--- src/rtl/core/page_directory_write_invalidate_core_assert.svh ---
// Assertion macros shared by the page directory RTL.
`ifndef PAGE_DIRECTORY_WRITE_INVALIDATE_CORE_ASSERT_SVH
`define PAGE_DIRECTORY_WRITE_INVALIDATE_CORE_ASSERT_SVH

// Check a same-cycle implication on the clk/arst_n domain.
`define PDWI_ASSERT_NOW(lbl, ante, cons, msg) \
	lbl: assert property (@(posedge clk) disable iff (!arst_n) (ante) |-> (cons)) \
		else $error(msg);

// Check an implication in the next cycle on the clk/arst_n domain.
`define PDWI_ASSERT_NEXT(lbl, ante, cons, msg) \
	lbl: assert property (@(posedge clk) disable iff (!arst_n) (ante) |=> (cons)) \
		else $error(msg);

`endif

--- src/rtl/core/pdwi_pkg.sv ---
// Shared types and constants of the page directory.
package pdwi_pkg;

	localparam int NUM_CLIENTS = 16;
	localparam int NUM_PAGES   = 128;

	localparam int CLIENT_W = 4;
	localparam int PAGE_W   = 7;
	localparam int MASK_W   = 16;
	localparam int PAGE_AW  = (NUM_PAGES > 1) ? $clog2(NUM_PAGES) : 1;

	localparam int CMDQ_DEPTH = 2;
	localparam int CMDQ_AW    = $clog2(CMDQ_DEPTH);
	localparam int CMDQ_CW    = $clog2(CMDQ_DEPTH + 1);

	localparam logic OP_READ  = 1'b0;
	localparam logic OP_WRITE = 1'b1;

	typedef logic [NUM_CLIENTS-1:0] sharer_t;
	typedef logic [PAGE_AW-1:0]     page_addr_t;

	typedef struct packed {
		logic                op;
		logic [CLIENT_W-1:0] client_id;
		logic [PAGE_W-1:0]   page_index;
	} req_t;

	typedef struct packed {
		logic                hit;
		logic [MASK_W-1:0]   invalidate_mask;
		logic                prev_owner_valid;
		logic [CLIENT_W-1:0] prev_owner;
		logic [CLIENT_W-1:0] new_owner;
	} rsp_t;

	// Classified request handed from front to back.
	typedef struct packed {
		logic                op;
		logic [CLIENT_W-1:0] client_id;
		page_addr_t          page;
		logic                page_ok;
		logic                client_ok;
	} cmd_t;

	// Back end sequencer states.
	typedef enum logic [1:0] {
		ST_ISSUE = 2'b01,
		ST_EXEC  = 2'b10
	} back_state_t;

	// Status of the back end seen by the top level.
	typedef struct packed {
		logic        busy;
		back_state_t state;
	} back_stat_t;

endpackage

--- src/rtl/core/pdwi_front.sv ---
// Front end: range-checks an incoming request word and forms a command.
module pdwi_front (
	input  pdwi_pkg::req_t req,
	input  logic           push,
	input  logic           cmdq_full,
	output logic           full,
	output logic           cmd_push,
	output pdwi_pkg::cmd_t cmd
);
	import pdwi_pkg::*;

	// Classify page and client against the directory size.
	always_comb begin
		cmd.op        = req.op;
		cmd.client_id = req.client_id;
		cmd.page      = PAGE_AW'(req.page_index);
		cmd.page_ok   = (int'(req.page_index) < NUM_PAGES);
		cmd.client_ok = (int'(req.client_id) < NUM_CLIENTS);
	end

	// Stall the requester while the command queue has no room.
	assign full     = cmdq_full;
	assign cmd_push = push && !cmdq_full;

endmodule

--- src/rtl/core/pdwi_cmdq.sv ---
// Short command queue between front and back end.
module pdwi_cmdq (
	input  logic           clk,
	input  logic           arst_n,
	input  logic           push,
	input  pdwi_pkg::cmd_t push_cmd,
	input  logic           pop,
	output pdwi_pkg::cmd_t head,
	output logic           full,
	output logic           empty
);
	import pdwi_pkg::*;

	cmd_t                 entry_q [CMDQ_DEPTH];
	logic [CMDQ_AW-1:0]   wr_ptr_q;
	logic [CMDQ_AW-1:0]   rd_ptr_q;
	logic [CMDQ_CW-1:0]   count_q;
	logic                 do_push;
	logic                 do_pop;

	assign full    = (count_q == CMDQ_CW'(CMDQ_DEPTH));
	assign empty   = (count_q == '0);
	assign do_push = push && !full;
	assign do_pop  = pop && !empty;
	assign head    = entry_q[rd_ptr_q];

	// Store a pushed word.
	always_ff @(posedge clk) begin
		if (do_push) begin
			entry_q[wr_ptr_q] <= push_cmd;
		end
	end

	// Advance pointers and occupancy.
	always_ff @(posedge clk or negedge arst_n) begin
		if (!arst_n) begin
			wr_ptr_q <= '0;
			rd_ptr_q <= '0;
			count_q  <= '0;
		end else begin
			if (do_push) begin
				wr_ptr_q <= (int'(wr_ptr_q) == CMDQ_DEPTH - 1) ? '0 : wr_ptr_q + 1'b1;
			end
			if (do_pop) begin
				rd_ptr_q <= (int'(rd_ptr_q) == CMDQ_DEPTH - 1) ? '0 : rd_ptr_q + 1'b1;
			end
			if (do_push && !do_pop) begin
				count_q <= count_q + 1'b1;
			end else if (do_pop && !do_push) begin
				count_q <= count_q - 1'b1;
			end
		end
	end

endmodule

--- src/rtl/core/pdwi_back.sv ---
// Back end: reads a directory entry, updates it and produces the result word.
module pdwi_back (
	input  logic               clk,
	input  logic               arst_n,
	input  pdwi_pkg::cmd_t     cmd,
	input  logic               cmdq_empty,
	output logic               cmdq_pop,
	input  logic               pop,
	output logic               empty,
	output pdwi_pkg::rsp_t     rsp,
	output pdwi_pkg::back_stat_t stat
);
	import pdwi_pkg::*;

	// Directory storage; an entry counts only once its page flag is set.
	sharer_t             sharer_mem [NUM_PAGES];
	logic [CLIENT_W-1:0] owner_mem  [NUM_PAGES];
	logic [NUM_PAGES-1:0] page_vld_q;

	back_state_t         state_q;
	cmd_t                cmd_q;
	sharer_t             sharer_rd_q;
	logic [CLIENT_W-1:0] owner_rd_q;
	logic                vld_rd_q;
	rsp_t                out_q;
	logic                out_vld_q;

	sharer_t             held;
	sharer_t             me;
	sharer_t             new_held;
	logic [CLIENT_W-1:0] new_owner;
	logic                upd_en;
	logic                out_free;
	logic                finish;
	rsp_t                res;

	assign out_free = !out_vld_q || pop;
	assign cmdq_pop = (state_q == ST_ISSUE) && !cmdq_empty;
	assign finish   = (state_q == ST_EXEC) && out_free;
	assign empty    = !out_vld_q;
	assign rsp      = out_q;
	assign stat     = '{busy: (state_q == ST_EXEC) || out_vld_q, state: state_q};

	// Work out the result and the entry update for the fetched entry.
	always_comb begin
		held      = vld_rd_q ? sharer_rd_q : '0;
		me        = sharer_t'(1) << cmd_q.client_id;
		new_held  = held;
		new_owner = owner_rd_q;
		upd_en    = 1'b0;
		res       = '0;
		if (cmd_q.page_ok) begin
			res.prev_owner_valid = vld_rd_q;
			res.prev_owner       = vld_rd_q ? owner_rd_q : '0;
			res.new_owner        = res.prev_owner;
			if (cmd_q.client_ok) begin
				upd_en = 1'b1;
				if (cmd_q.op == OP_READ) begin
					if ((held & me) != '0) begin
						res.hit = 1'b1;
						upd_en  = 1'b0;
					end else begin
						if (held == '0 || !vld_rd_q) begin
							new_owner     = cmd_q.client_id;
							res.new_owner = cmd_q.client_id;
						end
						new_held = held | me;
					end
				end else begin
					res.invalidate_mask = MASK_W'(held & ~me);
					new_held            = me;
					new_owner           = cmd_q.client_id;
					res.new_owner       = cmd_q.client_id;
				end
			end
		end
	end

	// Fetch on issue, write back on finish.
	always_ff @(posedge clk) begin
		if (cmdq_pop) begin
			cmd_q       <= cmd;
			sharer_rd_q <= sharer_mem[cmd.page];
			owner_rd_q  <= owner_mem[cmd.page];
		end
		if (finish && upd_en) begin
			sharer_mem[cmd_q.page] <= new_held;
			owner_mem[cmd_q.page]  <= new_owner;
		end
		if (finish) begin
			out_q <= res;
		end
	end

	// Sequence issue and execute, hold the result word, track page flags.
	always_ff @(posedge clk or negedge arst_n) begin
		if (!arst_n) begin
			state_q    <= ST_ISSUE;
			out_vld_q  <= 1'b0;
			vld_rd_q   <= 1'b0;
			page_vld_q <= '0;
		end else begin
			unique case (state_q)
				ST_ISSUE: begin
					if (cmdq_pop) begin
						vld_rd_q <= page_vld_q[cmd.page];
						state_q  <= ST_EXEC;
					end
				end
				ST_EXEC: begin
					if (out_free) begin
						state_q <= ST_ISSUE;
					end
				end
				default: begin
					state_q <= ST_ISSUE;
				end
			endcase
			if (finish && upd_en) begin
				page_vld_q[cmd_q.page] <= 1'b1;
			end
			if (finish) begin
				out_vld_q <= 1'b1;
			end else if (pop) begin
				out_vld_q <= 1'b0;
			end
		end
	end

endmodule

--- src/rtl/core/page_directory_write_invalidate_core.sv ---
// Page directory with write-invalidate coherence: top level.
//
// Requests come in through a queue-style port: a word (op, client_id,
// page_index) is taken at a clock edge with push high and full low.
// Results leave the same way: while empty is low the oldest result word
// (hit, invalidate_mask, prev_owner_valid, prev_owner, new_owner) sits on
// rsp and is taken at an edge with pop high.
// One result word comes out for every request, in request order.
// Between a request and its result lie the command queue, the back end's
// issue and execute states and the result register. The back end finishes
// one request, a read-then-write of its directory entry, before it issues
// the next; a two-word command queue lets the front keep taking requests meanwhile.
// When the receiver stalls, the result word holds, the back end waits with
// the next entry fetched, and full rises once the command queue fills.
// Reset empties both queues and clears the per-page flags, so every page
// reads as having no holder and no owner; no clearing pass is needed.
module page_directory_write_invalidate_core (
	input  logic           clk,
	input  logic           arst_n,
	input  logic           push,
	output logic           full,
	input  pdwi_pkg::req_t req,
	output logic           empty,
	input  logic           pop,
	output pdwi_pkg::rsp_t rsp
);
	import pdwi_pkg::*;

	`include "page_directory_write_invalidate_core_assert.svh"

	cmd_t       fr_cmd;
	logic       fr_push;
	logic       q_full;
	logic       q_empty;
	logic       q_pop;
	cmd_t       q_head;
	back_stat_t bk_stat;

	pdwi_front u_front (
		.req       (req),
		.push      (push),
		.cmdq_full (q_full),
		.full      (full),
		.cmd_push  (fr_push),
		.cmd       (fr_cmd)
	);

	pdwi_cmdq u_cmdq (
		.clk      (clk),
		.arst_n   (arst_n),
		.push     (fr_push),
		.push_cmd (fr_cmd),
		.pop      (q_pop),
		.head     (q_head),
		.full     (q_full),
		.empty    (q_empty)
	);

	pdwi_back u_back (
		.clk        (clk),
		.arst_n     (arst_n),
		.cmd        (q_head),
		.cmdq_empty (q_empty),
		.cmdq_pop   (q_pop),
		.pop        (pop),
		.empty      (empty),
		.rsp        (rsp),
		.stat       (bk_stat)
	);

	// A hit is a read of a held page: it has an owner and drops nobody.
	`PDWI_ASSERT_NOW(a_hit_no_inval, !empty && rsp.hit,
		rsp.invalidate_mask == '0 && rsp.prev_owner_valid, "hit with invalidation or no owner")
	// No previous owner reports owner zero.
	`PDWI_ASSERT_NOW(a_no_owner_zero, !empty && !rsp.prev_owner_valid,
		rsp.prev_owner == '0, "prev_owner set without owner")
	// An accepted request leaves work queued or in the back end.
	`PDWI_ASSERT_NEXT(a_push_tracked, push && !full,
		!q_empty || bk_stat.busy, "accepted request lost")

endmodule
--- config.mk ---
export PLATFORM = sky130hd
export DESIGN_NAME = page_directory_write_invalidate_core
export DESIGN_NICKNAME = d
export VERILOG_FILES = /design/src/rtl/core/pdwi_pkg.sv /design/src/rtl/core/pdwi_front.sv /design/src/rtl/core/pdwi_cmdq.sv /design/src/rtl/core/pdwi_back.sv /design/src/rtl/core/page_directory_write_invalidate_core.sv
export VERILOG_INCLUDE_DIRS = /design/src /design/src/rtl/core
export SDC_FILE = /design/constraint.sdc
export NUM_CORES = 2
export LEC_CHECK = 0
export ABC_AREA = 0
export ABC_CLOCK_PERIOD_IN_PS = 9600
export BUFFER_PORTS_ARGS = -buffer_cell sky130_fd_sc_hd__clkbuf_2
export CELL_PAD_IN_SITES_DETAIL_PLACEMENT = 1
export CELL_PAD_IN_SITES_GLOBAL_PLACEMENT = 1
export CORE_MARGIN = 10
export CORE_UTILIZATION = 54
export DETAILED_ROUTE_END_ITERATION = 10
export PLACE_DENSITY_LB_ADDON = 0.12
export REMOVE_ABC_BUFFERS = 1
export SLEW_MARGIN = 20
export SYNTH_ARGS = -nofsm -noshare
export SYNTH_HDL_FRONTEND = slang
export SYNTH_SLANG_ARGS = --single-unit
--- constraint.sdc ---
create_clock -name clk -period 9.6 [get_ports clk]
set_input_delay 1.92 -clock clk [delete_from_list [all_inputs] [get_ports clk]]
set_output_delay 1.92 -clock clk [all_outputs]
set_load 0.01 [all_outputs]
; Yosys cells after proc, flatten, opt, wreduce, memory -nomap -nowiden
; Memories as Yosys holds them, arrays and structs flattened. A register that Yosys moved wholly into a read port is not among the register bits.
; Cells that the tools add are included.
[word_totals]
reg_bits = 176
ramBits = 2584
inputBits = 16
word_cells = 103
mem_count = 3
[op_classes]
add_sub_neg = 4
n_lt_le_gt_ge = 3
eq_ne = 5
shift = 1
n_mux = 37
bitwise_logic = 7
reduce_logical = 26
[mem_list]
columns = name, words, width, read_ports, rd_clocked_by_memory_dff, write_ports, line
row1 = u_back.sharer_mem, 128, 16, 1, 1, 1, pdwi_back.sv:16  ; sharer_t sharer_mem [NUM_PAGES];
row2 = u_back.owner_mem, 128, 4, 1, 1, 1, pdwi_back.sv:17  ; logic [CLIENT_W-1:0] owner_mem [NUM_PAGES];
row3 = u_cmdq.entry_q, 2, 12, 1, 0, 1, pdwi_cmdq.sv:14  ; cmd_t entry_q [CMDQ_DEPTH];
[op_table]
columns = op, n
row1 = 128-bit bitwise OR, 1
row2 = 16-bit two-way mux, 5
row3 = 4-bit two-way mux, 10
row4 = 16-bit AND, 2
row5 = 16-bit logical NOT, 1
row6 = "7-bit by 8-bit < comparator with 1-bit output, second input constant", 2
row7 = 16-bit inverter, 1
row8 = 16-bit bitwise OR, 1
row9 = 16-bit nonzero test, 1
row10 = "1-bit by 4-bit << shifter with 16-bit output, first input constant", 1
row11 = 1-bit two-way mux, 15
row12 = 1-bit logical AND, 9
row13 = 2-bit two-way mux, 4
row14 = 1-bit binary-select mux with 7-bit select, 1
row15 = 1-bit demux with 7-bit select, 1
row16 = "7-bit by 1-bit greater-or-equal comparator with 1-bit output, second input constant", 1
row17 = 1-bit logical NOT, 6
row18 = "2-bit == test, second input constant", 2
row19 = 2-bit case mux with 2 select lines, 1
row20 = 2-bit AND reduction, 2
row21 = 2-bit nonzero test, 2
row22 = 3-bit AND reduction, 1
row23 = 3-bit OR reduction, 1
row24 = "1-bit adder, second input constant", 2
row25 = other kinds (8), 10

; Longest topological paths before layout
[depth]
word_depth = 10
ltp_mapped = 14

; Modules after synthesis
; From an unflattened synthesis, not the netlist that was laid out.
[hier_totals]
hier_cells = 4573
area_unflattened_um2 = 107089.0
[modules_own_cells]
columns = module, n_inst, cells_each, area_per_inst_um2
row1 = pdwi_back, 1, 4493, 105698.9
row2 = pdwi_cmdq, 1, 63, 1260.0
row3 = pdwi_front, 1, 17, 130.1

; Worst setup path before layout
; No wires, ideal clock.
[synth_timing]
path_kind = register to register
startpoint = register u_back.cmd_q[11] (netlist name)
endpoint = memory u_back.sharer_mem[0][12] (netlist name), data pin
setup_ns = 1.197
t_arrival_ns = 6.478
path_slack_ns = 1.925
stages_incl_launch_ff = 8
path_buffers = 2
path_cell_list = edfxtp_1 and2_1 clkbuf_1 a221o_1 nand3_1 a41oi_1 buf_2 o21ai_0
[synth_between]
elab_chain_len = 7
elab_cells_between_ends = 8
classes_between = shift: 1 / mux: 4 / bitwise: 2 / reduce/logical: 1
[synth_lines]
columns = item, line
row1 = from (decl), pdwi_back.sv:21  ; cmd_t cmd_q;
row2 = from (signal assigned), pdwi_back.sv:82  ; cmd_q <= cmd;
row3 = 1-bit by 4-bit << shifter with 16-bit output *, pdwi_back.sv:47  ; me = sharer_t'(1) << cmd_q.client_id;
row4 = 16-bit AND, pdwi_back.sv:59  ; if ((held & me) != '0) begin
row5 = 16-bit nonzero test, pdwi_back.sv:59
row6 = 16-bit two-way mux, pdwi_back.sv:59
row7 = 16-bit two-way mux *, pdwi_back.sv:58  ; if (cmd_q.op == OP_READ) begin
row8 = 16-bit two-way mux *, pdwi_back.sv:56  ; if (cmd_q.client_ok) begin
row9 = 16-bit two-way mux *, pdwi_back.sv:52  ; if (cmd_q.page_ok) begin
row10 = via u_back.new_held[12], pdwi_back.sv:30  ; sharer_t new_held;
row11 = to (decl), pdwi_back.sv:16
; Mark *: on every way through the listed nets, which the timed path passes. The rest lies on a longest branch.

; Final worst setup path
[layout_timing]
startpoint = register u_cmdq.rd_ptr_q
endpoint = register u_back.owner_rd_q[2] (read register of u_back.owner_mem), data pin
[layout_between]
elab_chain_len = 1
[layout_lines]
columns = item, line
row1 = from (decl), pdwi_cmdq.sv:16  ; logic [CMDQ_AW-1:0] rd_ptr_q;
row2 = from (signal assigned), pdwi_cmdq.sv:45  ; rd_ptr_q <= (int'(rd_ptr_q) == CMDQ_DEPTH - 1) ? '0 : rd_ptr_q + 1'b1;
row3 = memory read 2 x 12 bit, n/a
row4 = to (decl), pdwi_back.sv:23  ; logic [CLIENT_W-1:0] owner_rd_q;
; No other way between the ends.
; A chain may end at the register's enable or synchronous reset.

==> metrics.yaml <==
initial_utilization_pct: 54.2
placementRows: 166
ys_types: 56
grt_first_pass_wirelength_um: 489000
yosysSeqAreaShare_pct: 74.7
first_global_vias: 68800
die_area_um2: 223000
critical_path.max_fanout: 161
postCtsResizedCells: 0
top_level_ports: 44
routedWlPerCell_um: 32.8
ys_dominant_reg_cell: "edfxtp_1"
max_slew_margin_pct: 11.1
die_h_um: 473
design.final.nets: 7459
worstPathRequired_ns: 10.40
num_vias: 67400
detail_route.wirelength_um: 340000
synth.ff_latch_count: 2778
power.combinational.fraction_pct: 32.0
drive_above_1_share_pct: 13.2
worstHoldEndpoint: "u_back.page_vld_q[44]"
switching_power_mw: 14.4
routed_via_density: 6.51
tritoncts: "yes"
layout_worst_path_cycle_share_pct: 55.5
total_leakage_power_nw: 43.7
cts-buffers-inserted: 301
outcome: "complete, no violations"
fin_setup_tns_ns: 0
fin_skew_ns: 0.0448
clock_tree.buffer_depth: 4
whs_ns: 0.464
criticalPathCategory: "reg2reg"
post-cts-setup-buffer-count: 0
place_hpwl_um: 192000
timing_hold_violations_final: 0
cp-end-kind: "flip-flop"
synth-warning-count: 0
timing.critical_path.slowest_cell_delay_ns: 0.85
worst-path-buf-inv: 3
cts.root.buffer_cell: "clkbuf_16"
synth_area_leader_cell: "edfxtp_1"
critical_path.startpoint_type: "flip-flop"
largest_cells_by_area_after_synthesis: "edfxtp_1 (72%), nand2_1 (6.2%), mux2i_1 (5.5%)"
synth_top_area_share_pct: 71.7
area_growth_pct: 11.9
share_clk_of_total_power_pct: 27.7
fp.coreArea_um2: 204000
number_of_hold_buffers_added_after_cts: 0
finalSetupViolations: 0
path_clk_slew_ns: 0.06
maximum_vdd_ir_drop_mv: 0.397
rrSetupSlack_ns: 4.28
overflow: 0
clock_latency_ns: 0.94
max_capacitance_violation_count: 0
worstHoldStart: "u_back.page_vld_q[44]"
wl_met1_um: 135000
timing.final.crit_period_ns: 5.32
worstHoldPathType: "reg2reg"
power-per-cell-area_nw_per_um2: 320
met3_wirelength_um: 31300
synth_edf_count: 2642
crit_chain: "mux2i_4, buf_4, buf_12, buf_4, nand2_1, and3_1, a311oi_1, o31ai_1, o22ai_1, o32a_1"
grt_antenna_before_repair: 16
remaining_drc_errors: 0
largest_net_degree_at_the_start_of_global_routing: 169
critical_path.reg2reg.endpoint: "u_back.owner_rd_q[2]"
timing.reg2reg.worst_path_depth: 10
grt.total_usage_pct: 29.8
worst_ep_arrival_time_ns: 6.12
grt_setup_unrepaired: "false"
timing_max_transition_violations_final: 0
syn-cell-area_um2: 111000
place.gp.congestion: 0.840
max_freq_mhz: 188
clkSinkCount: 2778
postSynthAreaPerCell_um2: 15.0
hold_path_depth: 1
route.antenna.remaining_nets: 0
postSynth.asyncResetShare_pct: 4.90
worst_r2r_startpoint: "u_cmdq.rd_ptr_q"
floorplan.die.width_um: 473
cp_dominant_cell_by_count: "buf_4"
pwr-share-seq_pct: 40.3
worstMarginPinSlew_ns: 1.32
clock_tree.htree_level_count: 5
power_report.internal_total_mw: 25.2
detail_route.iter0.violations: 8903
dr.pass1.iters: 8
worst_path_dominant_cell_family: "buffers and inverters"
synth_cells: 7375
numPortBuffers: 43
top_signal_layer_used: "met5"
power.switching_fraction_pct: 36.3
routed-wl-met2_um: 158000
critPathSlowestCell: "o22ai_1"
==> synthesized netlist by cell type (all sizes together) (20+ instances only) <==
cell type and count:
edfxtp 2642, nand2 1814, dfrtp 135, mux4 104, o21ai 88, o32a 21
or2 128, o22ai 45, a311oi 401, clkbuf 259, and3 365, nand3 126
buf 229, nand4 20, a21oi 22, mux2i 608, nor2 145, o31ai 84
nor3 22
==> how the worst max path moves through the flow <==
stage                          from                      to  cells past startpoint
floorplan           u_cmdq.rd_ptr_q    u_back.owner_rd_q[0]                      8
global placement    u_cmdq.rd_ptr_q  u_back.sharer_rd_q[10]                     10
detailed placement  u_cmdq.rd_ptr_q   u_back.sharer_rd_q[3]                     10
CTS                 u_cmdq.rd_ptr_q  u_back.sharer_rd_q[12]                     10
global route        u_cmdq.rd_ptr_q   u_back.sharer_rd_q[3]                     10
finish              u_cmdq.rd_ptr_q    u_back.owner_rd_q[2]                     10
==> area by class of cell <==
class	count	area (um2)
Clock buffer	403	8150
Antenna cell	9	22.5
Fill cell	18400	80300
Clock inverter	110	915
Sequential cell	2778	82700
Multi-Input combinational cell	4094	26600
Timing Repair Buffer	252	2030
Tap cell	2688	3360
Inverter	15	78.8
==> layout by cell type, fill, tap and decap left out, types with 36 or more instances in the layout <==
cell and count:
edfxtp_1 2642, nand2_1 1812, mux2i_1 602, a311oi_1 401
and3_1 365, clkbuf_16 307, buf_4 189, dfrtp_1 135
nand3_1 126, nor2_2 104, mux4_2 104, o21ai_0 85
clkbuf_1 85, o31ai_1 83, or2_2 73, or2_1 55
clkinv_1 50, clkbuf_2 42, o22ai_1 37, clkinv_2 36
==> sequential cells by signal, summed over array words and instances, names as in the netlist <==
register,cells
u_back.rsp,26
u_back.vld_rd_q,1
u_cmdq.wr_ptr_q,1
u_back.page_vld_q,128
u_back.sharer_mem,2048
u_back.owner_mem,512
u_back.state_q,2
u_cmdq.count_q,2
u_back.out_vld_q,1
u_cmdq.rd_ptr_q,1
u_back.owner_rd_q,4
u_cmdq.entry_q,24
u_back.cmd_q,12
u_back.sharer_rd_q,16
==> worst reg2reg max path, stage by stage, from the launching register on <==
cell,delay (ns)
dfrtp_1,0.41
mux2i_4,0.33
buf_4,0.63
buf_12,0.59
buf_4,0.99
nand2_1,0.14
and3_1,0.20
a311oi_1,0.48
o31ai_1,0.31
o22ai_1,0.85
o32a_1,0.26
==> logic make-up after synthesis <==
family	Yosys count	share of synthesized area (%)
AOI/OAI and AO/OA	706	5.02
DFF	2778	74.7
xor gates and xnor gates	5	0.0396
muxes	724	7.75
buffers and inverters	503	1.98
and+or+nand+nor	2658	10.5
adders and majority gates	1	0.0113
==> per-layer routing <==
layer,global-route usage [%],vias up
met5,0,-
met1,41.3,35400
li1,-,28100
met4,12.2,8
met2,46.4,3283
met3,5.97,629
==> stage by stage <==
| step | setup slack [ns] | cell area (um2) | utilization, % | cells | total power [mW] |
|---|---|---|---|---|---|
| floorplan | -57.27 | 109000 | - | 6887 | 24.3 |
| global placement | 4.33 | 115000 | 56.1 | 9823 | 28.1 |
| detailed placement | 4.26 | 115000 | 56.1 | 9825 | 28.6 |
| CTS | 4.26 | 124000 | 60.6 | 10300 | 39.5 |
| global route | 4.12 | 124000 | 60.7 | 10300 | 40.8 |
| finish | 4.28 | 124000 | 60.7 | 10300 | 39.6 |
==> power by group through the flow <==
stage / registers [mW] / logic [mW] / clock network [mW]
global placement: 16.1 / 12.0 / 0
global route: 16.0 / 13.3 / 11.6
CTS: 15.9 / 12.5 / 11.1
finish: 15.9 / 12.7 / 11.0
detailed placement: 16.2 / 12.4 / 0
floorplan: 16.2 / 8.06 / 0
Power figures use the tool's default switching activity.
